`src/design/dtgi_ram.sv`:
```
`timescale 1ns / 1ps
`default_nettype none
// ----------------------------------------------------------------------------
// Generic RAM
// Single write port, single read port, registered read data.
// ----------------------------------------------------------------------------
module dtgi_ram #(
   parameter int WIDTH = 8,
   parameter int DEPTH = 16
) (
   input  wire logic                     clock,
   input  wire logic                     wr_en,
   input  wire logic [$clog2(DEPTH)-1:0] wr_addr,
   input  wire logic [WIDTH-1:0]         wr_data,
   input  wire logic [$clog2(DEPTH)-1:0] rd_addr,
   output logic      [WIDTH-1:0]         rd_data
);
   logic [WIDTH-1:0] mem_ff [DEPTH];

   always_ff @(posedge clock) begin
      if (wr_en) begin
         mem_ff[wr_addr] <= wr_data;
      end
      rd_data <= mem_ff[rd_addr];
   end
endmodule
`default_nettype wire

```
`config.mk`:
```
export PLATFORM = sky130hd
export DESIGN_NAME = dtgi_ram
export DESIGN_NICKNAME = d
export VERILOG_FILES = /design/src/design/dtgi_ram.sv
export SDC_FILE = /design/constraint.sdc
export NUM_CORES = 1
export LEC_CHECK = 0
export BUFFER_PORTS_ARGS = -buffer_cell sky130_fd_sc_hd__buf_2
export CAP_MARGIN = 5
export CORE_AREA = 3 3 100 141
export CTS_CLUSTER_DIAMETER = 30
export DETAILED_ROUTE_END_ITERATION = 16
export DIE_AREA = 0 0 103 144
export GPL_ROUTABILITY_DRIVEN = 0
export HOLD_SLACK_MARGIN = 0.03
export PLACE_DENSITY = 0.6
export SLEW_MARGIN = 0
export SYNTH_ARGS = -nofsm -noshare
export SYNTH_HDL_FRONTEND = slang
export SYNTH_SLANG_ARGS = --single-unit
export TNS_END_PERCENT = 10
```
`constraint.sdc`:
```
create_clock -name clock -period 4.4 [get_ports clock]
set_input_delay 0.44 -clock clock [delete_from_list [all_inputs] [get_ports clock]]
set_output_delay 0.44 -clock clock [all_outputs]
set_load 0.02 [all_outputs]
```
==> results_dict.tcl, run 1 <==
set metrics [dict create \
    post_route_cells_drive_above_1_share_pct 27.7 \
    largest_cells_by_area_after_synthesis "sky130_fd_sc_hd__edfxtp_1, sky130_fd_sc_hd__mux4_2, sky130_fd_sc_hd__mux4_1" \
    timing.critical_path.fanout_max 32 \
    cts_hold_buffers 0 \
    endpoint_kind "flop" \
    firstDrtPassIters 4 \
    cts_inserted_buffers 17 \
    totalWireLength_mm 9.97 \
    skew_ns 0.0113 \
    max-cap-violations 0 \
    finalPower_mw 2.91 \
    die_area_um2 14800 \
    share_of_the_yosys_chip_area_belonging_to_registers_pct 77.8 \
    rsz0062_at_grt "false" \
    timing.final.crit_share_pct 45.8 \
    routed-via-count 2320 \
    viasPerCell 5.38 \
    path_delay_family "buffers and inverters" \
    synth_top_cell_area_share_pct 74.7 \
    critical-path-max-stage-delay_ns 0.79 \
    cellPowerDensity_nw_per_um2 488 \
    cts_sinks 136 \
    most_common_cell_after_layout_fill_and_taps_aside "sky130_fd_sc_hd__edfxtp_1" \
    globalRouteOverflowTotal 0 \
    crit_chain "buf_2 -> mux4_1 -> a22oi_1 -> nand2_1" \
    root_buffer "sky130_fd_sc_hd__clkbuf_16" \
    clock_slew_at_the_register_clock_pins_of_the_worst_setup_and_hold_paths_ns 0.06 \
    maxClockFrequency_mhz 497 \
    synth_area_um2 5150 \
    timing_max_transition_violations_final 0 \
    final_hold_vio_count 0 \
    drc 0 \
    postCtsSetupRepairBufs 0 \
    design.portCount 26 \
    nNetsFinal 283 \
    crit_path_start_kind "input pin" \
    syn-num-nets 247 \
    critical_path_required_ns 4.69 \
    first_global_vias 2434 \
    setup_viol_count_final 0 \
    leakage_nw 1.98 \
    place.port_buffers 25 \
    criticalPathCategory "input pin to flop" \
    worstHoldPathType "input pin to flop" \
    number_of_cell_rows 49 \
    grt_start_max_net_pins 33 \
    tritoncts "built" \
    antenna_found_initial 0 \
    detail_route.wl_per_cell_um 23.1 \
    min_period_ns 2.01 \
    post-dp-hpwl_mm 6.26 \
    synth_area_leader_cell "sky130_fd_sc_hd__edfxtp_1" \
    synth.distinct_cells 19 \
    antennaDiodeCount 0 \
    status "finished clean" \
    detailedRoute.firstIterationViolations 195 \
    clock_latency_ns 0.41 \
    route.antenna.remaining_nets 0 \
    clock_tree.buffer_depth 2 \
    timing.setup.tns_ns 0 \
    relSlewSlack_pct 27.5 \
    ir_worst_vdd_mv 0.269 \
    floorplan.initialDensity_pct 40.0 \
    ys_ff_latch 136 \
    growth_of_design_area_from_synthesis_to_finish_pct 15.9 \
    h-tree-depth 4 \
    cts-resized-gates 0 \
    synth_cells 229 \
    crit_slowest_cell "sky130_fd_sc_hd__buf_2" \
    die-width_um 103 \
    placeableCoreArea_um2 12900 \
    timing.critical_path.buf_inv 1 \
    max_slew.worst_pin.slew_ns 1.09 \
    grt_use_total_pct 14.9 \
    post_synth.cell_area_avg_um2 22.5 \
    critical_path_arrival_ns 2.30 \
    grt_pass1_wl_mm 15.3 \
    most-common-layout-cells "sky130_fd_sc_hd__edfxtp_1, sky130_fd_sc_hd__buf_2, sky130_fd_sc_hd__mux4_2" \
    synthesis.yosys.warnings 0 \
    die_y_um 144 \
]
-- area by class of cell --
class,instances,area [um2]
Multi-Input combinational cell,83,1070
Sequential cell,136,4000
Clock inverter,8,72.6
Tap cell,153,191
Clock buffer,24,492
Fill cell,1078,6910
Timing Repair Buffer,27,138
-- logic make-up (layout without fill, tap and decap cells) --
group                  Yosys count  count (layout)  synth area share (%)
AO/OA/AOI/OAI                   16              16                  2.33
multiplexers                    32              32                  15.0
AND/OR/NAND/NOR                 35              35                  3.18
buffers and inverters           10              59                  1.68
flip-flops                     136             136                  77.8
-- report_power, final --
| group | switching (mW) | internal [mW] | leakage (nW) |
|---|---|---|---|
| sequential | 0.00866 | 1.45 | 1.22 |
| clock | 0.482 | 0.832 | 0.272 |
| combinational | 0.0846 | 0.0520 | 0.482 |
-- stage by stage --
stage	instance area, um2	setup WS [ns]	instances	utilization (%)	hold slack [ns]
after floorplan	5150	2.47	229	-	0.539
after global placement	5400	1.87	398	41.9	0.650
after detailed placement	5400	1.87	398	41.9	0.673
after CTS	5960	2.30	430	46.3	0.411
after global routing	5960	2.23	431	46.3	0.416
final	5960	2.39	431	46.3	0.414
-- registers in the layout, summed over array words and instances, names as in the netlist --
signal,flops
mem_ff,128
rd_data,8
-- path summary, 6_finish.rpt --
| kind | from | endpoint | slack (ns) | depth (start not counted) |
|---|---|---|---|---|
| setup / recovery | rd_addr[0] | rd_data[1]$_DFF_P_ | 2.39 | 4 |
| hold / removal | wr_data[4] | mem_ff[6][4]$_DFFE_PP_ | 0.41 | 1 |
| setup reg to reg | mem_ff[1][3]$_DFFE_PP_ | rd_data[3]$_DFF_P_ | 3.04 | 3 |
| hold reg to reg | mem_ff[8][3]$_DFFE_PP_ | rd_data[3]$_DFF_P_ | 0.67 | 3 |
-- per-layer routing --
metal	vias up	routed length [um]	global-route usage, %
met5	-	0	0
met4	0	162	5.66
met3	9	448	4.63
met2	64	5120	23.9
met1	1204	4240	19.0
li1	1043	-	-
-- Yosys cell counts --
library cell and n:
sky130_fd_sc_hd__dfxtp_1 8, sky130_fd_sc_hd__nand2_1 9, sky130_fd_sc_hd__nor2_1 13, sky130_fd_sc_hd__nand3_1 1
sky130_fd_sc_hd__nand3b_1 2, sky130_fd_sc_hd__nor3_1 4, sky130_fd_sc_hd__or3b_2 1, sky130_fd_sc_hd__buf_4 1
sky130_fd_sc_hd__and2_1 1, sky130_fd_sc_hd__edfxtp_1 128, sky130_fd_sc_hd__a22oi_1 16, sky130_fd_sc_hd__and2b_1 1
sky130_fd_sc_hd__buf_2 3, sky130_fd_sc_hd__mux4_1 14, sky130_fd_sc_hd__clkdlybuf4s25_2 3, sky130_fd_sc_hd__mux4_2 18
sky130_fd_sc_hd__nor2b_1 1, sky130_fd_sc_hd__nand2b_1 2, sky130_fd_sc_hd__buf_6 3
(Power assumes the default switching activity.)
==> run 2: changes to the inputs <==
Settings changed: PLACE_DENSITY 0.6 to 0.62.
Clock period 4.4 ns to 1.8 ns, I/O delays scaled along.
==> results_dict.tcl, run 2 (synthesis results as in run 1) <==
set metrics [dict create \
    cellPowerDensity_nw_per_um2 1170 \
    die_area_um2 14800 \
    setup_viol_count_final 0 \
    h-tree-depth 4 \
    design.portCount 26 \
    clockPowerShare_pct 45.4 \
    globalRouteOverflowTotal 0 \
    worstSetupEndpoint "rd_data[5]$_DFF_P_" \
    rsz0062_at_grt "false" \
    finalCoreUtilization_pct 47.8 \
    floorplan.initialDensity_pct 40.0 \
    endpoint_kind "flop" \
    clock_slew_at_the_register_clock_pins_of_the_worst_setup_and_hold_paths_ns 0.05 \
    crit-reg2reg-launch "mem_ff[0][5]$_DFFE_PP_" \
    largest_register_ffs 128 \
    post-dp-hpwl_mm 6.50 \
    timing.final.crit_share_pct 74.5 \
    most-common-layout-cells "sky130_fd_sc_hd__edfxtp_1, sky130_fd_sc_hd__buf_2, sky130_fd_sc_hd__buf_4" \
    clock_tree.buffer_depth 2 \
    status "finished clean" \
    number_of_cell_rows 49 \
    final_hold_vio_count 0 \
    reg_to_reg_endpoint "rd_data[5]$_DFF_P_" \
    critical_path_arrival_ns 1.63 \
    cts_sinks 136 \
    max_slew.worst_pin.slew_ns 0.408 \
    cts-resized-gates 0 \
    totalWireLength_mm 9.87 \
    place.detailed.instances 420 \
    worst_slack_ns 0.459 \
    timing.reg2reg.worst_path_depth 3 \
    max-cap-violations 0 \
    timing_max_transition_violations_final 0 \
    root_buffer "sky130_fd_sc_hd__clkbuf_16" \
    final_cell_area_um2 6150 \
    fillerInstances 1067 \
    most_common_cell_after_layout_fill_and_taps_aside "sky130_fd_sc_hd__edfxtp_1" \
    clock_latency_ns 0.40 \
    die-width_um 103 \
    timing.critical_path.fanout_max 1 \
    critical_path_required_ns 2.09 \
    firstDrtPassIters 4 \
    fin_worst_hold_slack_ns 0.162 \
    routed-via-count 2427 \
    crit_path_start_kind "flop" \
    pre_cts_slack_ns 0.212 \
    top_register "mem_ff" \
    grt_use_total_pct 14.7 \
    timing.critical_path.from "mem_ff[0][5]$_DFFE_PP_" \
    detail_route.wl_per_cell_um 21.8 \
    leakage_nw 2.11 \
    antennaDiodeCount 0 \
    drc 0 \
    die_y_um 144 \
    worstHoldPathType "input pin to flop" \
    detailedRoute.firstIterationViolations 124 \
    skew_ns 0.00557 \
    dpl-instance-area_um2 5590 \
    cts_hold_buffers 0 \
    relSlewSlack_pct 72.8 \
    ir_worst_vdd_mv 0.659 \
    grt_start_max_net_pins 33 \
    antenna_found_initial 0 \
    power.net_switching_mw 1.40 \
    internal_power_mw 5.77 \
    power.combinational.fraction_pct 5.0 \
    grt_pass1_wl_mm 15.2 \
    place.port_buffers 25 \
    criticalPathCategory "flop to flop" \
    nNetsFinal 304 \
    postCtsSetupRepairBufs 0 \
    viasPerCell 5.37 \
    switching_share_pct 19.5 \
    timing.setup.tns_ns 0 \
    pwr-share-seq_pct 49.7 \
    maxClockFrequency_mhz 746 \
    timing.reg2reg.setup_slack_ns 0.46 \
    placeableCoreArea_um2 12900 \
    min_period_ns 1.34 \
    layout_top_registers "mem_ff (128), rd_data (8)" \
    tritoncts "built" \
    finalPower_mw 7.17 \
    post_route_cells_drive_above_1_share_pct 31.4 \
    cts_inserted_buffers 17 \
    growth_of_design_area_from_synthesis_to_finish_pct 19.5 \
    layoutNonFillerInstCount 452 \
    first_global_vias 2539 \
    route.antenna.remaining_nets 0 \
]
==> run 2: cell type report <==
class	count	area [um2]	share of cell area, %
Clock buffer	21	460	7.48
Multi-Input combinational cell	83	1060	17.2
Timing Repair Buffer	48	335	5.45
Clock inverter	11	104	1.69
Tap cell	153	191	3.11
Sequential cell	136	4000	65.1
==> run 2: worst max-delay path, stage by stage (launching register included) <==
cell and delay [ns]:
sky130_fd_sc_hd__edfxtp_1 0.36, sky130_fd_sc_hd__mux4_1 0.50, sky130_fd_sc_hd__a22oi_1 0.28, sky130_fd_sc_hd__nand2_1 0.08
==> run 2: worst min path at each step <==
stage / from / endpoint / slack (ns) / cells after the start
after detailed placement: wr_data[6] / mem_ff[6][6]$_DFFE_PP_ / 0.58 / 1
final: wr_data[2] / mem_ff[8][2]$_DFFE_PP_ / 0.16 / 1
after CTS: wr_data[6] / mem_ff[6][6]$_DFFE_PP_ / 0.14 / 1
after floorplan: wr_data[0] / mem_ff[0][0]$_DFFE_PP_ / 0.28 / 0
after global routing: wr_data[6] / mem_ff[6][6]$_DFFE_PP_ / 0.15 / 1
after global placement: wr_data[6] / mem_ff[7][6]$_DFFE_PP_ / 0.57 / 1
==> run 2: layer usage <==
metal	vias up	global-route usage, %	routed length (um)
met5	-	0	0
met4	0	5.12	78
met3	4	4.49	445
met2	72	24.8	5400
met1	1260	18.0	3950
li1	1091	-	-
==> run 2: power by group through the flow <==
stage	sequential, mW	clock, mW	combinational, mW
2_1_floorplan	3.65	0	0.180
3_5_place_dp	3.63	0	0.362
3_3_place_gp	3.62	0	0.354
4_1_cts	3.56	3.33	0.364
6_report	3.56	3.25	0.355
5_1_grt	3.57	3.49	0.387
==> run 3: changes to the inputs <==
Settings changed: PLACE_DENSITY 0.62 to 0.6.
Clock period 1.8 ns to 1.39 ns, I/O delays scaled along.
==> results_dict.tcl, run 3 (synthesis results as in run 1) <==
set metrics [dict create \
    status "finished clean" \
    cts_sinks 136 \
    timing.critical_path.fanout_max 1 \
    globalRouteOverflowTotal 0 \
    min_path_cells 1 \
    number_of_cell_rows 49 \
    nNetsFinal 312 \
    dpl-instance-area_um2 5670 \
    postCtsSetupRepairBufs 0 \
    timing_max_transition_violations_final 0 \
    grt_use_total_pct 14.6 \
    grt_pass1_wl_mm 15.1 \
    tritoncts "built" \
    crit-reg2reg-launch "mem_ff[2][2]$_DFFE_PP_" \
    top_register "mem_ff" \
    max-cap-violations 0 \
    root_buffer "sky130_fd_sc_hd__clkbuf_16" \
    min_period_ns 1.35 \
    ir_worst_vdd_mv 0.676 \
    grt_start_max_net_pins 23 \
    setup_viol_count_final 0 \
    detailedRoute.firstIterationViolations 159 \
    cts_inserted_buffers 17 \
    die-width_um 103 \
    finalCoreUtilization_pct 49.0 \
    rsz0062_at_grt "false" \
    viasPerCell 5.32 \
    worstHoldPathType "input pin to flop" \
    critical_path_arrival_ns 1.63 \
    crit_path_start_kind "flop" \
    antennaDiodeCount 0 \
    finalPower_mw 9.76 \
    floorplan.initialDensity_pct 40.0 \
    detail_route.wl_per_cell_um 21.5 \
    place.detailed.instances 428 \
    layoutNonFillerInstCount 460 \
    most-common-layout-cells "sky130_fd_sc_hd__edfxtp_1, sky130_fd_sc_hd__buf_4, sky130_fd_sc_hd__buf_2" \
    most_common_cell_after_layout_fill_and_taps_aside "sky130_fd_sc_hd__edfxtp_1" \
    h-tree-depth 4 \
    timing.final.crit_share_pct 96.8 \
    max_slew.worst_pin.slew_ns 0.694 \
    final_hold_vio_count 0 \
    first_global_vias 2635 \
    antenna_found_initial 0 \
    clock_tree.buffer_depth 2 \
    totalWireLength_mm 9.90 \
    reg_to_reg_endpoint "rd_data[2]$_DFF_P_" \
    place.port_buffers 25 \
    timing.reg2reg.worst_path_depth 3 \
    timing.reg2reg.setup_slack_ns 0.04 \
    firstDrtPassIters 4 \
    hold_path.startpoint "wr_data[2]" \
    leakage_nw 2.17 \
    routed-via-count 2447 \
    worstHoldEndpoint "mem_ff[8][2]$_DFFE_PP_" \
    route.antenna.remaining_nets 0 \
    post_route_cells_drive_above_1_share_pct 36.5 \
    layout_top_registers "mem_ff (128), rd_data (8)" \
    fillerInstances 1049 \
    final_cell_area_um2 6310 \
    critical_path_required_ns 1.68 \
    largest_register_ffs 128 \
    endpoint_kind "flop" \
    maxClockFrequency_mhz 743 \
    clock_slew_at_the_register_clock_pins_of_the_worst_setup_and_hold_paths_ns 0.06 \
    drc 0 \
    relSlewSlack_pct 53.6 \
    placeableCoreArea_um2 12900 \
    criticalPathCategory "flop to flop" \
    skew_ns 0.00465 \
    die_y_um 144 \
    growth_of_design_area_from_synthesis_to_finish_pct 22.7 \
    cellPowerDensity_nw_per_um2 1550 \
    clock_latency_ns 0.41 \
    design.portCount 26 \
    die_area_um2 14800 \
    post-dp-hpwl_mm 6.78 \
]
run 3: changes by cell type in the layout (fill, tap and decap cells not counted), sizes merged:
| cell | delta |
|---|---|
| buf | +8 |
| clkbuf | -4 |
| clkinvlp | +3 |
| bufinv | +2 |
| clkinv | -1 |
run 3: report_power, final:
| part | total [mW] | switching (mW) | internal [mW] |
|---|---|---|---|
| sequential | 4.61 | 0.0252 | 4.59 |
| combinational | 0.486 | 0.276 | 0.210 |
| clock | 4.66 | 1.66 | 3.00 |
| total | 9.76 | 1.96 | 7.80 |
run 3: layer usage:
layer  GRT usage, %  share of wire, %
met3           4.58               3.8
met1           16.7                39
met5              0                 0
met4           4.64               1.6
met2           25.8                55
run 3: final cells by class:
type,count,area (um2),share of cell area (%)
clock buffers,17,425,6.74
clock inverters,15,204,3.23
multi-input cells,83,1080,17.1
flip-flops and latches,136,4000,63.4
well taps,153,191,3.03
repair buffers,56,408,6.46
run 3: per-stage QoR:
stage	worst slack, ns	TNS [ns]	hold WS (ns)
after CTS	0.00748	0	0.111
after detailed placement	-0.184	-1.44	0.543
after global placement	-0.193	-1.07	0.522
after floorplan	-0.0151	-0.363	0.238
after global routing	0.00135	0	0.115
final	0.0439	0	0.126
run 3: worst max path at each step:
stage,from,endpoint,slack (ns),cells past startpoint
after global placement,rd_addr[0],rd_data[3]$_DFF_P_,-0.19,5
final,mem_ff[2][2]$_DFFE_PP_,rd_data[2]$_DFF_P_,0.04,3
after detailed placement,rd_addr[0],rd_data[3]$_DFF_P_,-0.18,5
after global routing,mem_ff[10][6]$_DFFE_PP_,rd_data[6]$_DFF_P_,0.001,3
after CTS,mem_ff[0][1]$_DFFE_PP_,rd_data[1]$_DFF_P_,0.007,3
after floorplan,wr_addr[2],mem_ff[3][0]$_DFFE_PP_,-0.02,2
run 3: what timing repair did:
action | in CTS | in global routing
setup endpoints to repair | 1 | 3
hold buffers | 0 | 0
resized for setup | 1 | 3
run 3: critical path, cell delays in order, from the launching register on:
cell,delay [ns]
sky130_fd_sc_hd__edfxtp_1,0.36
sky130_fd_sc_hd__mux4_1,0.51
sky130_fd_sc_hd__a22oi_2,0.25
sky130_fd_sc_hd__nand2_1,0.10
