==> config.mk <==
export PLATFORM = sky130hd
export DESIGN_NAME = dtgi_div
export DESIGN_NICKNAME = d
export VERILOG_FILES = /design/src/design/dtgi_pkg.sv /design/src/design/dtgi_div.sv
export SDC_FILE = /design/constraint.sdc
export NUM_CORES = 1
export LEC_CHECK = 0
export ABC_AREA = 0
export ABC_CLOCK_PERIOD_IN_PS = 7200
export BUFFER_PORTS_ARGS = -buffer_cell sky130_fd_sc_hd__buf_4
export CAP_MARGIN = 20
export CORE_MARGIN = 2
export CORE_UTILIZATION = 35
export CTS_BUF_LIST = sky130_fd_sc_hd__clkbuf_4
export DETAILED_ROUTE_END_ITERATION = 16
export MAX_ROUTING_LAYER = met4
export SLEW_MARGIN = 20
export SYNTH_ARGS = -nofsm -noshare
export SYNTH_HDL_FRONTEND = slang
export SYNTH_SLANG_ARGS = --single-unit
==> constraint.sdc <==
create_clock -name clock -period 7.2 [get_ports clock]
set_input_delay 0.36 -clock clock [delete_from_list [all_inputs] [get_ports clock]]
set_output_delay 0.36 -clock clock [all_outputs]
set_load 0.005 [all_outputs]
==> src/design/dtgi_pkg.sv <==
`timescale 1ns / 1ps
`default_nettype none
// ----------------------------------------------------------------------------
// Drift-time grid interpolator package
// Shared constants, codes, types and state encoding.
// ----------------------------------------------------------------------------
package dtgi_pkg;
   localparam int MAX_POINTS = 64;
   localparam int ADDR_W = $clog2(MAX_POINTS);
   localparam int CNT_W = ADDR_W + 1;
   localparam int ENTRY_W = 50;
   localparam int DIV_W = 40;

   localparam logic [1:0] OP_CLEAR = 2'd0;
   localparam logic [1:0] OP_LOAD = 2'd1;
   localparam logic [1:0] OP_QTIME = 2'd2;
   localparam logic [1:0] OP_QRAD = 2'd3;

   localparam logic [1:0] ST_OK = 2'd0;
   localparam logic [1:0] ST_RANGE = 2'd1;
   localparam logic [1:0] ST_FEW = 2'd2;
   localparam logic [1:0] ST_FULL = 2'd3;

   typedef enum logic [4:0] {
      S_IDLE, S_LSCAN, S_LWAIT, S_LCHK, S_SHRD, S_SHWAIT, S_SHWR, S_LWR,
      S_QSCAN, S_QWAIT, S_QCHK, S_QRDA, S_QWAITA, S_QCAPA,
      S_MUL1, S_DIV1, S_MUL2, S_DIV2, S_MUL3, S_DIV3, S_FIN, S_OUT
   } state_type;

   typedef struct packed {
      logic signed [17:0] t;
      logic [15:0] r;
      logic [15:0] res;
   } entry_type;

   typedef struct packed {
      logic [1:0] status;
      logic [15:0] radius;
      logic signed [24:0] slope;
      logic [15:0] resolution;
      logic signed [17:0] time_v;
   } result_type;
endpackage
`default_nettype wire

==> src/design/dtgi_div.sv <==
`timescale 1ns / 1ps
`default_nettype none
// ----------------------------------------------------------------------------
// Serial signed divider
// Restoring division, one quotient bit per cycle, truncating toward zero.
// ----------------------------------------------------------------------------
module dtgi_div (
   input  wire logic                                clock,
   input  wire logic                                reset,
   input  wire logic                                start,
   input  wire logic signed [dtgi_pkg::DIV_W-1:0]   dividend,
   input  wire logic signed [dtgi_pkg::DIV_W-1:0]   divisor,
   output logic                                     done,
   output logic signed [dtgi_pkg::DIV_W-1:0]        quotient
);
   import dtgi_pkg::*;

   logic [DIV_W-1:0] num_ff, num_in;
   logic [DIV_W-1:0] den_ff, den_in;
   logic [DIV_W:0] rem_ff, rem_in;
   logic neg_ff, neg_in;
   logic [$clog2(DIV_W+1)-1:0] cnt_ff, cnt_in;
   logic busy_ff, busy_in;
   logic done_ff, done_in;
   logic [DIV_W:0] trial;

   always_comb begin
      num_in = num_ff;
      den_in = den_ff;
      rem_in = rem_ff;
      neg_in = neg_ff;
      cnt_in = cnt_ff;
      busy_in = busy_ff;
      done_in = 1'b0;
      trial = '0;
      if (start) begin
         num_in = dividend[DIV_W-1] ? DIV_W'(-dividend) : dividend;
         den_in = divisor[DIV_W-1] ? DIV_W'(-divisor) : divisor;
         neg_in = dividend[DIV_W-1] ^ divisor[DIV_W-1];
         rem_in = '0;
         cnt_in = '0;
         busy_in = 1'b1;
      end else if (busy_ff) begin
         trial = {rem_ff[DIV_W-1:0], num_ff[DIV_W-1]};
         if (trial >= {1'b0, den_ff}) begin
            rem_in = trial - {1'b0, den_ff};
            num_in = {num_ff[DIV_W-2:0], 1'b1};
         end else begin
            rem_in = trial;
            num_in = {num_ff[DIV_W-2:0], 1'b0};
         end
         cnt_in = cnt_ff + 1'b1;
         if (cnt_ff == ($clog2(DIV_W+1))'(DIV_W-1)) begin
            busy_in = 1'b0;
            done_in = 1'b1;
         end
      end
   end

   always_ff @(posedge clock) begin
      if (reset) begin
         busy_ff <= 1'b0;
         done_ff <= 1'b0;
      end else begin
         busy_ff <= busy_in;
         done_ff <= done_in;
      end
      num_ff <= num_in;
      den_ff <= den_in;
      rem_ff <= rem_in;
      neg_ff <= neg_in;
      cnt_ff <= cnt_in;
   end

   assign done = done_ff;
   assign quotient = neg_ff ? -$signed(num_ff) : $signed(num_ff);
endmodule
`default_nettype wire
==> flow_results.org, run 1 <==
** Clocking
- After clock tree synthesis, the setup repair step added 0 buffers.
- The H-tree was split into 4 levels.
- For this design, the sink count on the clock tree is 129.
- TritonCTS built the clock tree.
- In this run the clock root is driven by a sky130_fd_sc_hd__clkbuf_4.
- At the later pin of the worst-skew pair, clock insertion delay measures 0.59 ns.
- Clock tree synthesis inserted a total of 17 buffers.
- The clock passes through at most 2 buffers.
- Clock-pin slew was measured on the worst setup and hold paths at 0.13 ns.

** Final layout
- The area growth from synthesis to layout is 16.1%.
- Layout cell share with drive strength beyond 1 :: 0.158
- Counting the fill cells in the layout gives 2851.
- Area taken by flip-flops and latches :: 0.00339 sq mm
- NumNets Final :: 1370
- Summing all multi-input logic gate instances after layout gives 0.00602 sq mm.

** Detailed routing
- After detailed routing, the average wire length per cell comes to 15.8 microns.
- In the routed design, unresolved DRC markers number 0.
- Detailed-route wire length :: 25.8 mm
- Once detail routing completed, the nets flagged for antenna violations numbered 0.
- Number of iterations in the first detailed-routing pass :: 5
- Total via count in the routed design :: 8735
- In this run, the number of DRC markers left after iteration 0 of detailed routing was 752.
- Dividing the detail-routed via count by the number of cells gives 5.34.

** Floorplanning
- After floorplanning, the core was sized to cover 0.0278 sq mm.
- The die covers 0.0295 sq mm.
- For this configuration, the core starts out at a cell density of 0.355.
- Pin placement for this block handled 124 I/O pins.
- Placement row count :: 61
- From bottom edge to top edge, the die measures 172 microns.
- The die is 172 microns wide.

** Critical path
- Data on the critical path is required at its endpoint by 6.84 ns.
- The worst register-to-register path begins at den_ff[10]$_DFFE_PP_.
- In this run the worst path has a maximum fanout of 5.
- The critical path is of the flop to output pin type.
- Kind of end point of the critical path :: output pin
- Tracing the worst setup path back leads to its startpoint at num_ff[5]$_DFFE_PP_.
- Startpoint types :: flop
- Worst Path Arrival :: 3.91 ns

** Global route
- The first global-routing pass estimated 41.4 mm of wire.
- The total overflow left after global routing is 0.
- Largest net degree at the start of global routing :: 88
- Vias in the first global route :: 8058
- The initial antenna violation count is 1.
- Overall fraction of global-route tracks in use :: 0.181

** STA
- The hold violation count in the final report is 0.
- Transition time at the pin with the least slew margin :: 0.941 ns
- Shortest period the worst path allows :: 4.27 ns
- Final count of pins violating max slew :: 0
- On the final layout, the worst clock skew is 0.0397 ns.
- Of the available clock period, the critical path in the final layout requires 0.593.
- Headroom to the max-slew limit came out at 0.373.
- Setup violations remaining at the end of the flow were counted as 0.
- Static timing analysis puts the maximum clock frequency at 0.234 GHz.
- Setup repair after global routing left no endpoint under its margin.
- Final worst hold slack :: 0.0755 ns
- In the final timing run, aggregate negative setup slack is 0 ns.

** Logic synthesis
- Of the synthesized area, sequential elements account for 0.344.
- Avg Cell Area, Syn :: 8.60 sq um
- The share of synthesized area in the top cell type comes to 0.247.
- For this run, asynchronously set or reset flops after synthesis account for 0.
- Area leader, netlist :: sky130_fd_sc_hd__edfxtp_1
- Synth warnings :: 0
- Synthesis produced a netlist with a net count of 1274.
- Among all flip-flop cells after synthesis, the most frequent one is sky130_fd_sc_hd__edfxtp_1.
- Most common cell in the synthesized netlist :: sky130_fd_sc_hd__nand2_1
- Flip-flop and latch count after synthesis :: 129
- Mapped cell area :: 0.00986 sq mm
- Counting flops with a built-in enable in the synthesized netlist gives 81.
- In the synthesized netlist, the cells that appear most often are sky130_fd_sc_hd__nand2_1, sky130_fd_sc_hd__nor2_1, sky130_fd_sc_hd__xnor2_1, sky130_fd_sc_hd__edfxtp_1, sky130_fd_sc_hd__a21oi_1.
- Synthesis produced 1146 cells.
- Synthesis instantiated 68 different standard cells from the library.
- By area the synthesized netlist is led by sky130_fd_sc_hd__edfxtp_1, sky130_fd_sc_hd__dfxtp_1, sky130_fd_sc_hd__xnor2_1.

** Flow run
- Number of violations of the max-capacitance limit :: 0

** Pwr
- Summed over all nets, the switching power comes to 0.000735 W.
- Of the total power, the share spent switching nets is 0.341.
- The internal portion of the total power is 0.00142 W.
- Across the VDD grid, the largest voltage drop is 0.0843 mV.
- Power share of the sequential group :: 0.427
- Of the total power, the clock network draws 0.259.
- Comb power frac :: 0.313
- In this run the power density over the cells is 188 mW/mm^2.
- The analysis attributes to cell leakage a power of 4.51 nW.

** Place
- Detailed placement ended at an HPWL of 19.2 mm.
- The congestion estimate from routability-driven global placement came to 0.891.
- Number of buffer cells added on primary ports :: 123

** Hold path
- Hold Crit Class :: input port to flop
- In this run the most critical hold path is launched from divisor[33].

** Outcome
- The run finished with clean final reports.
logic make-up (layout without fill, tap and decap cells):
group / Yosys count / in the layout / synth area share
AO/OA/AOI/OAI: 305 / 305 / 0.207
XOR/XNOR: 143 / 143 / 0.127
adder cells (fa/ha/maj): 45 / 45 / 0.0579
buffers and inverters: 119 / 228 / 0.0458
flip-flops: 129 / 129 / 0.344
multiplexers: 21 / 21 / 0.0228
other: 0 / 2 / 0
AND/OR/NAND/NOR: 384 / 384 / 0.195
path summary, 6_finish.rpt:
path | cells after the start | slack (ns) | endpoint
setup / recovery | 10 | 2.93 | quotient[33]
hold / removal | 2 | 0.08 | den_ff[33]$_DFFE_PP_
setup reg to reg | 12 | 3.34 | rem_ff[10]$_SDFFE_PP0P_
hold reg to reg | 2 | 0.49 | rem_ff[39]$_SDFFE_PP0P_
what timing repair did:
action | 4_1_cts | 5_1_grt
gates resized for setup | 0 | 0
endpoints found under the hold margin | 3 | 0
hold buffers | 2 | 0
power by group through the flow:
stage                     sequential [W]  combinational, W  clock, W
after floorplan                 0.000921          0.000431         0
after detailed placement        0.000938          0.000670         0
after global routing            0.000931          0.000749  0.000607
after global placement          0.000936          0.000665         0
final                           0.000921          0.000675  0.000559
after CTS                       0.000921          0.000674  0.000577
critical path: stages, from the launching register on:
cell and delay [ns]:
sky130_fd_sc_hd__edfxtp_1 0.46, sky130_fd_sc_hd__or3_4 0.43, sky130_fd_sc_hd__nor4_4 0.20, sky130_fd_sc_hd__and2_1 0.19, sky130_fd_sc_hd__nand3_1 0.15, sky130_fd_sc_hd__or4_1 0.50
sky130_fd_sc_hd__or4_1 0.49, sky130_fd_sc_hd__or3_4 0.39, sky130_fd_sc_hd__o31ai_1 0.25, sky130_fd_sc_hd__xnor2_1 0.15, sky130_fd_sc_hd__buf_4 0.13
placed cells by master, fill, tap and decap left out, drive strengths merged, types with 27 or more instances in the layout:
master and instances:
xor2 60, ha 44, nand2 135, a21oi 75, o31ai 30, or3 27
edfxtp 81, o21ai 70, inv 68, dfxtp 48, nor2 91, buf 131
xnor2 83
per-layer routing:
metal	GRT usage	wire [microns]
met1	0.249	12700
met2	0.278	11400
met3	0.0253	1270
met4	0.0541	448
met5	-	0
state kept, by name, summed over array words and instances, names as in the netlist:
name     flops
num_ff      40
rem_ff      40
done         1
busy_ff      1
den_ff      40
cnt_ff       6
neg_ff       1
area by class of cell:
type,count,area share
antenna,2,0.000437
clock buffer,18,0.0118
clock inverter,14,0.0156
inverter,63,0.0207
multi-input combinational,898,0.526
sequential,129,0.297
tap,378,0.0413
timing repair buffer,133,0.0877
through the flow:
step                instance area [sq um]   util  setup WS (ns)  std cells  power, W
finish                              11400  0.412           2.93       1635   0.00216
global route                        11400  0.412           2.69       1635   0.00229
CTS                                 11400  0.412           2.86       1633   0.00217
detailed placement                  11100  0.400           3.36       1599   0.00161
global placement                    11100  0.400           3.44       1599   0.00160
floorplan                            9860      -           3.89       1146   0.00135
Power figures use the tool's default switching activity.
==> run 2: changes to the inputs <==
--- a/config.mk
+++ b/config.mk
@@ -6,7 +6,7 @@
 export NUM_CORES = 1
 export LEC_CHECK = 0
 export ABC_AREA = 0
-export ABC_CLOCK_PERIOD_IN_PS = 7200
+export ABC_CLOCK_PERIOD_IN_PS = 4300
 export BUFFER_PORTS_ARGS = -buffer_cell sky130_fd_sc_hd__buf_4
 export CAP_MARGIN = 20
 export CORE_MARGIN = 2
==> constraint.sdc (replaced) <==
create_clock -name clock -period 4.3 [get_ports clock]
set_input_delay 0.215 -clock clock [delete_from_list [all_inputs] [get_ports clock]]
set_output_delay 0.215 -clock clock [all_outputs]
set_load 0.005 [all_outputs]
==> flow_results.org, run 2 (synthesized netlist as in run 1, its figures left out) <==
** Outcome
- The flow ran to the end, and the final reports show no timing, DRC or antenna violations.

** Place
- During placement, the flow inserted port buffers numbering 123.
- Global placement routability congestion :: 0.900
- Summing all placed instances gives a cell area of 0.0111 sq mm.
- Detailed-placement wirelength estimate :: 19.3 mm

** Final layout
- In the layout the commonest cells are sky130_fd_sc_hd__nand2_1, sky130_fd_sc_hd__buf_4, sky130_fd_sc_hd__nor2_1.
- In the final layout, the share of cells above drive strength 1 is 0.158.
- The final layout contains 1410 nets.
- Relative to the synthesized area, the layout overhead comes to 19.6%.
- The largest registers in the layout are den_ff x40, num_ff x40, rem_ff x40.
- Once layout is done, the placed cells without fillers occupy 0.0118 sq mm.

** Detailed routing
- Dividing the detail-routed wire length by the instance count gives 15.3 microns.
- Via density per instance :: 5.27
- The detailed router finished its first iteration with 700 violations.
- Total via count in the routed design :: 8833
- For this run, design rule violations remaining after detail routing come to 0.
- The first detailed-routing pass ran for 5 iterations.
- Detailed-route wire length :: 25.7 mm
- Post-DRT Antenna Nets :: 0

** Hold path
- Counting instances, the worst hold path has a depth of 2.
- The worst hold path terminates at den_ff[27]$_DFFE_PP_.
- Hold Crit Class :: input port to flop
- The startpoint identified for the worst hold timing path is divisor[27].

** Critical path
- Along the worst path, the maximum fanout reaches 5.
- The worst register-to-register path begins at den_ff[3]$_DFFE_PP_.
- The critical path is of the flop to output pin type.
- Startpoint types :: flop
- Counting cells, the worst reg-to-reg path comes to 12.
- STA classifies the critical path endpoint as an output pin.
- Endpoint of the worst register-to-register path :: rem_ff[27]$_SDFFE_PP0P_
- Data arrives at the worst endpoint at 3.89 ns.
- Setup slack of the worst register-to-register path :: 0.71 ns
- At the worst endpoint, the required time is 4.09 ns.

** Clocking
- The number of clock buffers added by TritonCTS is 17.
- Clock-pin slew on the worst setup and hold paths :: 0.13 ns
- Sink count of the clock tree :: 129
- Root Driver :: sky130_fd_sc_hd__clkbuf_4
- TritonCTS built the clock tree.
- Maximum buffer depth of the clock tree :: 2
- The clock reaches the later pin of the worst-skew pair after 0.54 ns.
- CTS H-tree lvls :: 4

** Global route
- The via count of the first global-routing pass is 8238.
- Global-route wire length before repair :: 41.1 mm
- Largest net degree at the start of global routing :: 82
- The total overflow left after global routing is 0.
- Overall fraction of global-route tracks in use :: 0.179
- The initial antenna violation count came to 1.

** STA
- The hold violation count in the final report was 0.
- Clock skew :: 0.0334 ns
- Dividing the final minimum period by the clock period gives 0.954.
- Final setup TNS :: 0 ns
- Timing would allow up to 0.244 GHz.
- After layout, the minimum clock period comes to 4.10 ns.
- Headroom to the max-slew limit came out at 0.388.
- Transition time at the pin with the least slew margin :: 0.917 ns
- Setup violations remaining at the end of the flow were counted as 0.
- RSZ-0062 raised after global routing :: no
- Final count of pins violating max slew :: 0

** Flow run
- Max-cap violations in this run came to 0.

** Pwr
- P_leak :: 4.65 nW
- Power spread over the standard cell area amounts to 296 mW/mm^2.
- Max rail drop VDD :: 0.151 mV

** Floorplanning
- Width of the chip :: 172 microns
- Y dimension of the die :: 172 microns
- In this run the core area contains 61 standard-cell rows.
- Pin placement for this block handled 124 I/O pins.
- The die covers 0.0295 sq mm.
- Initial core utilization :: 0.355
- In this run the standard cell core region covers 0.0278 sq mm.
run 2: changes by cell type in the layout (fill, tap and decap cells not counted), sizes merged:
cell | before | now
dlygate4sd3 | 2 | 38
buf | 131 | 135
clkinv | 4 | 8
inv | 68 | 65
bufinv | 3 | 1
clkinvlp | 2 | 4
clkbuf | 18 | 17
diode | 2 | 3
run 2: layer usage:
| metal | vias up | share of wire | global-route usage |
|---|---|---|---|
| met5 | - | 0 | - |
| met4 | 0 | 0.017 | 0.0530 |
| met3 | 36 | 0.053 | 0.0255 |
| met2 | 267 | 0.44 | 0.271 |
| met1 | 4076 | 0.49 | 0.249 |
| li1 | 4454 | - | - |
run 2: cell type report:
| type | count | area, sq um |
|---|---|---|
| antenna | 3 | 7.51 |
| clock buffer | 17 | 128 |
| clock inverter | 15 | 136 |
| fill | 2818 | 16000 |
| inverter | 63 | 236 |
| multi-input combinational | 898 | 6020 |
| sequential | 129 | 3390 |
| tap | 378 | 473 |
| timing repair buffer | 173 | 1390 |
run 2: what timing repair did:
action	4_1_cts	5_1_grt
setup buffers	0	1
hold buffers	37	1
resized for setup	0	1
endpoints found under the hold margin	39	1
endpoints found under the setup margin	0	3
run 2: stage by stage:
stage | total power, W | util | instances | hold slack, ns | setup slack, ns
floorplan | 0.00226 | - | 1146 | 0.287 | 1.13
global placement | 0.00269 | 0.401 | 1602 | 0.380 | 0.823
detailed placement | 0.00269 | 0.401 | 1602 | 0.380 | 0.740
CTS | 0.00352 | 0.423 | 1671 | 0.000775 | 0.117
global route | 0.00372 | 0.424 | 1676 | 0.0123 | 0.00366
finish | 0.00349 | 0.424 | 1676 | 0.0595 | 0.198
run 2: power breakdown:
part	internal (W)	leakage (nW)	switching, W
Sequential	0.00145	1.19	0.0000972
Clock	0.000290	0.134	0.000501
Combinational	0.000532	3.32	0.000621
run 2: worst max-delay path, stage by stage (launching register included):
cell and delay [ns]:
sky130_fd_sc_hd__edfxtp_1 0.46, sky130_fd_sc_hd__or3_4 0.44, sky130_fd_sc_hd__nor4_4 0.20, sky130_fd_sc_hd__and2_1 0.20, sky130_fd_sc_hd__nand3_1 0.17, sky130_fd_sc_hd__or4_4 0.47
sky130_fd_sc_hd__or4_1 0.48, sky130_fd_sc_hd__or3_4 0.39, sky130_fd_sc_hd__o31ai_1 0.26, sky130_fd_sc_hd__xnor2_1 0.15, sky130_fd_sc_hd__buf_4 0.13
run 2: how the worst max path moves through the flow:
| stage | from | end | slack [ns] | cells past startpoint |
|---|---|---|---|---|
| 5_1_grt | num_ff[5]$_DFFE_PP_ | quotient[33] | 0.004 | 10 |
| 6_report | num_ff[5]$_DFFE_PP_ | quotient[39] | 0.20 | 10 |
| 3_5_place_dp | den_ff[3]$_DFFE_PP_ | rem_ff[27]$_SDFFE_PP0P_ | 0.74 | 12 |
| 4_1_cts | num_ff[5]$_DFFE_PP_ | quotient[39] | 0.12 | 10 |
| 3_3_place_gp | den_ff[1]$_DFFE_PP_ | rem_ff[27]$_SDFFE_PP0P_ | 0.82 | 12 |
| 2_1_floorplan | num_ff[5]$_DFFE_PP_ | quotient[33] | 1.13 | 9 |
==> run 3: changes to the inputs <==
--- a/config.mk
+++ b/config.mk
@@ -13,6 +13,7 @@
 export CORE_UTILIZATION = 35
 export CTS_BUF_LIST = sky130_fd_sc_hd__clkbuf_4
 export DETAILED_ROUTE_END_ITERATION = 16
+export HOLD_SLACK_MARGIN = 0.1
 export MAX_ROUTING_LAYER = met4
 export SLEW_MARGIN = 20
 export SYNTH_ARGS = -nofsm -noshare
==> flow_results.org, run 3 (synthesized netlist as in run 1, its figures left out) <==
** Place
- Routability-driven placement finished with a final weighted congestion of 0.900.
- Summing all placed instances gives a cell area of 0.0111 sq mm.
- Once placement completed, the tool counted placed cells totaling 1602.
- After legalization and detailed placement, the total HPWL measured 19.3 mm.
- Port buffering added 123 buffers.

** STA
- Period Utilization, post-route :: 0.955
- Shortest period the worst path allows :: 4.11 ns
- The tightest hold path in the finished design has a slack of 0.163 ns.
- Based on the critical path, the design can be clocked at up to 0.244 GHz.
- Setup violations remaining at the end of the flow were counted as 0.
- Clock skew on the completed layout was measured at 0.0342 ns.
- The final count of pins violating max slew came to 0.
- Final setup TNS :: 0 ns
- Worst max-slew margin expressed relative to the limit :: 0.389
- For the pin with the worst max-slew slack, the measured transition is 0.917 ns.
- The hold violation count in the final report came to 0.
- RSZ-0062 raised after global routing :: no

** Floorplanning
- Measured along the x axis, the die boundary spans 172 microns.
- Die area :: 0.0295 sq mm
- Y dimension of the die :: 172 microns
- Boundary Pins :: 124
- Placement row count :: 61
- CORE AREA :: 0.0278 sq mm
- Initial core utilization :: 0.355

** Global route
- Global-route wire length before repair :: 41.9 mm
- Largest net degree at the start of global routing :: 82
- Total overflow reported by the global router :: 0
- Initial antenna violation count :: 1
- For this run, the total global-route usage over all layers was measured as 0.182.
- Vias in the first global route :: 8444

** Critical path
- Depth of the worst register-to-register path :: 12
- For the worst setup path, the data required time is 4.09 ns.
- The worst setup path is launched from a flop.
- Kind of end point of the critical path :: output pin
- Of all nets on the critical path, the largest fanout is 5.
- Worst setup path category :: flop to output pin
- Worst Path Arrival :: 3.89 ns
- In this run the critical register-to-register path is captured at rem_ff[27]$_SDFFE_PP0P_.
- Setup slack of the worst register-to-register path :: 0.69 ns
- In this run the critical register-to-register path is launched from den_ff[3]$_DFFE_PP_.

** Pwr
- Max rail drop VDD :: 0.152 mV
- Power spread over the standard cell area amounts to 289 mW/mm^2.
- For this design the static power due to leakage is 4.83 nW.

** Detailed routing
- Via density per instance :: 5.26
- DRC violation count after routing :: 0
- Post-DRT Antenna Nets :: 0
- Post-DR wirelength/cell :: 15.3 microns
- Detailed-route wire length :: 26.2 mm
- The first routing iteration left 639 violations.
- Total via count in the routed design :: 9046
- The first detailed-routing pass ran for 5 iterations.

** Final layout
- In the layout the commonest cells are sky130_fd_sc_hd__nand2_1, sky130_fd_sc_hd__buf_4, sky130_fd_sc_hd__nor2_1.
- Layout cell share with drive strength beyond 1 :: 0.152
- NumNets Final :: 1453
- Area of all placed cells without fillers :: 0.0122 sq mm
- The filler cells instantiated in the layout total 2773.
- Relative to the synthesized area, the layout overhead comes to 24.0%.
- Utilization after layout :: 0.440
- Largest registers :: den_ff x40, num_ff x40, rem_ff x40
- The finished layout holds 1720 standard cells, fillers aside.

** Hold path
- Hold Crit Class :: input port to flop
- The worst hold path begins at dividend[36].
- Endpoint of the worst hold path :: num_ff[36]$_DFFE_PP_
- Cell depth of the worst hold path :: 3

** Clocking
- CTS tree :: done
- The number of clock buffers added by TritonCTS is 17.
- The tree is rooted in a sky130_fd_sc_hd__clkbuf_4.
- Clock-pin slew on the worst setup and hold paths :: 0.13 ns
- CTS H-tree lvls :: 4
- Maximum buffer depth of the clock tree :: 2
- The clock reaches the later pin of the worst-skew pair after 0.55 ns.
- Sink count of the clock tree :: 129

** Outcome
- The run finished with clean final reports.

** Flow run
- Number of violations of the max-capacitance limit :: 0
==> run 3: layout make-up <==
type                    instances  area (sq um)  area share
inverters                      63           236      0.0193
flip-flops and latches        129          3390       0.278
diodes                          4          10.0    0.000819
clock inverters                15           136      0.0112
well taps                     378           473      0.0387
clock buffers                  17           128      0.0104
repair buffers                216          1820       0.149
multi-input cells             898          6020       0.493
==> run 3: per-stage QoR <==
stage	total power [W]	worst slack, ns
after detailed placement	0.00269	0.740
after global placement	0.00269	0.823
after global routing	0.00376	0.00362
after CTS	0.00356	0.117
final	0.00353	0.194
after floorplan	0.00226	1.13
==> run 3: worst max path at each step <==
stage / to / depth (start not counted) / slack, ns / from
detailed placement: rem_ff[27]$_SDFFE_PP0P_ / 12 / 0.74 / den_ff[3]$_DFFE_PP_
CTS: quotient[39] / 10 / 0.12 / num_ff[5]$_DFFE_PP_
global placement: rem_ff[27]$_SDFFE_PP0P_ / 12 / 0.82 / den_ff[1]$_DFFE_PP_
finish: quotient[39] / 10 / 0.19 / num_ff[5]$_DFFE_PP_
global route: quotient[33] / 10 / 0.004 / num_ff[5]$_DFFE_PP_
floorplan: quotient[33] / 9 / 1.13 / num_ff[5]$_DFFE_PP_
==> run 3: per-layer routing <==
metal  vias up  share of wire  global-route usage  wire length [microns]
met5         -              0                   -                      0
met4         0          0.017              0.0530                    448
li1       4547              -                   -                      -
met3        41          0.051              0.0269                   1350
met1      4182           0.49               0.249                  12800
met2       276           0.44               0.280                  11600
==> run 3: report_power, final <==
| part | internal, W | switching [W] |
|---|---|---|
| clock | 0.000290 | 0.000499 |
| sequential | 0.00145 | 0.0000969 |
| combinational | 0.000563 | 0.000630 |
| total | 0.00230 | 0.00123 |
==> run 3: critical path, cell delays in order (launching register included) <==
cell,delay [ns]
sky130_fd_sc_hd__edfxtp_1,0.46
sky130_fd_sc_hd__or3_4,0.44
sky130_fd_sc_hd__nor4_4,0.20
sky130_fd_sc_hd__and2_1,0.20
sky130_fd_sc_hd__nand3_1,0.17
sky130_fd_sc_hd__or4_4,0.47
sky130_fd_sc_hd__or4_1,0.48
sky130_fd_sc_hd__or3_4,0.39
sky130_fd_sc_hd__o31ai_1,0.26
sky130_fd_sc_hd__xnor2_1,0.15
sky130_fd_sc_hd__buf_4,0.13
==> run 3: what timing repair did <==
action / 4_1_cts / 5_1_grt
setup buffers: 0 / 1
gates resized for setup: 0 / 1
hold buffers: 81 / 0
endpoints found under the setup margin: 0 / 3
hold endpoints to repair: 73 / 0
